## src/hw/rtl/wsli_ram.sv

```systemverilog
// Generic single-port-write, single-port-read RAM with a registered read.
// Used for the wake time table and the link table of the insert block.
// No dependencies.
module wsli_ram #(
    parameter int unsigned WIDTH = 64,
    parameter int unsigned DEPTH = 64
) (
    input  logic                     aclk,
    input  logic                     we,
    input  logic [$clog2(DEPTH)-1:0] waddr,
    input  logic [WIDTH-1:0]         wdata,
    input  logic [$clog2(DEPTH)-1:0] raddr,
    output logic [WIDTH-1:0]         rdata
);

    logic [WIDTH-1:0] mem [DEPTH];

    // Write port and registered read port.
    always_ff @(posedge aclk) begin
        if (we) begin
            mem[waddr] <= wdata;
        end
        rdata <= mem[raddr];
    end

endmodule

```

## config.mk

```make
export PLATFORM = sky130hd
export DESIGN_NAME = wsli_ram
export DESIGN_NICKNAME = d
export VERILOG_FILES = /design/src/hw/rtl/wsli_ram.sv
export SDC_FILE = /design/constraint.sdc
export NUM_CORES = 2
export LEC_CHECK = 0
export BUFFER_PORTS_ARGS = -buffer_cell sky130_fd_sc_hd__buf_2
export CORE_UTILIZATION = 35
export DETAILED_ROUTE_END_ITERATION = 12
export MAX_ROUTING_LAYER = met4
export REMOVE_ABC_BUFFERS = 1
export SYNTH_ARGS = -nofsm -noshare
export SYNTH_HDL_FRONTEND = slang
export SYNTH_SLANG_ARGS = --single-unit
```

## constraint.sdc

```tcl
create_clock -name aclk -period 7.18 [get_ports aclk]
set_input_delay 0.718 -clock aclk [delete_from_list [all_inputs] [get_ports aclk]]
set_output_delay 0.718 -clock aclk [all_outputs]
set_load 0.1 [all_outputs]
```

==> flow_summary.yaml <==
timing:
  final-hold-violation-count: 0
  relSlewSlack_pct: 10.3
  fin_tns_setup_ns: 0
  min_period_over_period_pct: 47.5
  max_freq_mhz: 293
  finalSetupViolations: 0
  finalMaxSlewViolations: 0
  min_period_ns: 3.41
  skew_ns: 0.0562
  grt_setup_unrepaired: "false"
  worstMarginPinSlew_ns: 1.34
flow_run:
  maxCapViolCount: 0
worst_setup_path:
  start_kind: "primary input"
  max_stage_delay_ns: 1.09
  path_buf_inv: 2
  crit_chain: "buf_2 -> nor2b_1 -> nand3_1 -> nor2_4 -> buf_4"
  rr_endpoint: "rdata[36]$_DFF_P_"
  reg2reg_depth: 4
  cp-end-kind: "register"
  cp_top_family: "simple AND/OR/NAND/NOR gates"
  worst_ep_arrival_time_ns: 3.96
  r2r_slack_ns: 5.04
  slowest_stage: "nor2_4"
  path_max_fanout: 32
  r2r-start: "mem[38][36]$_DFFE_PP_"
  cp.required_ns: 7.73
  crit_type: "in2reg"
final_layout:
  fillers: 38600
  final_layout_size_suffix_gt1_share_pct: 28.2
  area_growth_syn_to_layout_pct: 14.3
  final_util_pct: 40.1
  regArea_mm2: 0.124
  final_net_count: 7065
  most-common-layout-cells: "edfxtp_1 (4,096), mux4_2 (1,024), clkbuf_16 (412)"
  stdcell_area_mm2: 0.179
  final_common_cell: "edfxtp_1"
  multi_input_area_mm2: 0.0308
yosys:
  muxShareOfSynthArea_pct: 15.6
  synth_seq_area_share_pct: 79.5
  ys_warn_count: 0
  synth-xor-area-share_pct: 0
  syn-instance-count: 6598
  synth_adder_area_share_pct: 0
  synth_edf_count: 4096
  synth-async-reset-ratio_pct: 0
  synth_top_family_by_area: "multiplexers"
  syn_area_per_cell_um2: 23.7
  synthSimpleGateAreaFrac_pct: 1.24
  ys_ff_latch: 4160
  ys_types: 33
  ys.flop_type: "edfxtp_1"
  syn_area_mm2: 0.156
  synth_compound_area_share_pct: 2.48
die:
  die-height_um: 670
  core_region_area_mm2: 0.445
  initial_core_util_pct: 35.1
  ioPinCount: 142
  rows: 245
  die-area_mm2: 0.449
  die_x_um: 670
hold_path:
  min_to: "mem[62][32]$_DFFE_PP_"
  hold_start: "wdata[32]"
  holdCritPathClass: "in2reg"
  hold-path-cell-count: 2
grt:
  overflow: 0
  grt_max_degree: 125
  grt_pass1_wl_mm: 617
  antenna_found_initial: 41
  grt_pass1_vias: 76600
  grt_usage_pct: 20.1
detailed_routing:
  num_vias: 76200
  vias_per_cell: 5.73
  wl_per_cell_um: 33.6
  antenna_left: 0
  route.detailed.drc: 2
  wl_mm: 447
  dr.first_iter.drc_count: 10700
  firstDrtPassIters: 10
pwr:
  p_leak_nw: 54.9
  power.density_mw_per_mm2: 285
  ir_drop_mv: 0.249
cts:
  clkLatencyLatePin_ns: 0.98
  postCtsSetupBuffers: 0
  ctsResizeCount: 0
  cts_tree: "done"
  clk_path_buf_depth: 4
  cts_root_buffer: "clkbuf_16"
  cts_sinks: 4160
  path_clk_slew_ns: 0.06
  ctsHoldBuffers: 0
  numCtsBuffers: 405
  h-tree-depth: 5
status:
  violations: "design-rule violations"
  run_status: "complete, but fails checks"
placement:
  gp_congestion: 0.785
  place.port_buffers: 141
  hpwl_mm: 231
  place_area_mm2: 0.165
[cells by family after synthesis]
family                 count (synthesis)
AOI/OAI and AO/OA                    504
buffers and inverters                389
DFF                                 4160
muxes                               1159
and+or+nand+nor                      386
[Yosys cell counts (2+ instances only)]
library cell / instances / area share [%]
edfxtp_1: 4096 / 79
mux4_2: 1024 / 15
buf_2: 170 / 0.54
a22oi_1: 168 / 0.81
clkbuf_1: 140 / 0.34
mux2i_1: 135 / 0.86
nor2_1: 112 / 0.27
a22o_1: 88 / 0.49
o22ai_1: 83 / 0.33
and3_1: 64 / 0.26
dfxtp_1: 64 / 0.82
a211oi_1: 63 / 0.30
nand2_1: 58 / 0.14
nand3_1: 45 / 0.14
o221ai_1: 38 / 0.21
buf_4: 34 / 0.16
or3_1: 29 / 0.12
nor2b_1: 28 / 0.11
or2_2: 28 / 0.11
a41oi_1: 26 / 0.15
buf_1: 20 / 0.048
a2bb2oi_1: 19 / 0.11
inv_1: 19 / 0.046
a31oi_1: 18 / 0.072
nand2b_1: 11 / 0.044
buf_6: 6 / 0.043
and2_1: 3 / 0.012
nand3b_1: 2 / 0.0096
nand4_1: 2 / 0.0080
nor3_1: 2 / 0.0064
[layer usage]
| layer | GRT usage [%] | part of all wire, % |
|---|---|---|
| met5 | - | 0 |
| met4 | 5.74 | 3.0 |
| met3 | 3.05 | 8.9 |
| met2 | 32.0 | 49 |
| met1 | 27.0 | 39 |
[power breakdown]
| group | switching [mW] | internal (mW) |
|---|---|---|
| logic | 1.82 | 0.828 |
| clock network | 9.20 | 12.2 |
| registers | 0.100 | 26.9 |
| total | 11.1 | 39.9 |
[layout make-up]
cell class	count	area share (%)
Clock buffer	520	6.10
Tap cell	5928	4.15
Multi-Input combinational cell	2049	17.2
Inverter	19	0.0399
Clock inverter	237	1.36
Timing Repair Buffer	352	1.54
Sequential cell	4160	69.6
Antenna cell	25	0.0350
[how the worst max path moves through the flow]
stage / cells after the start / startpoint / endpoint / slack, ns
CTS: 5 / we / mem[22][63]$_DFFE_PP_ / 3.86
detailed placement: 5 / we / mem[22][42]$_DFFE_PP_ / 2.89
global placement: 5 / we / mem[22][2]$_DFFE_PP_ / 2.89
global route: 5 / we / mem[22][63]$_DFFE_PP_ / 3.81
floorplan: 3 / waddr[4] / mem[48][0]$_DFFE_PP_ / 1.16
finish: 5 / we / mem[22][63]$_DFFE_PP_ / 3.77
[per-stage QoR]
step                cells  hold WS [ns]  setup WS [ns]  power (mW)
CTS                 13300         0.354           3.86        51.3
finish              13300         0.402           3.77        51.0
global placement    12500         0.826           2.89        30.1
global route        13300         0.414           3.81        52.3
detailed placement  12500         0.833           2.89        30.2
floorplan            6228         0.788           1.16        28.8
[flip-flops by register name, indices dropped and copies added (netlist names)]
signal and count:
mem 4096, rdata 64
Power figures use the tool's default switching activity.
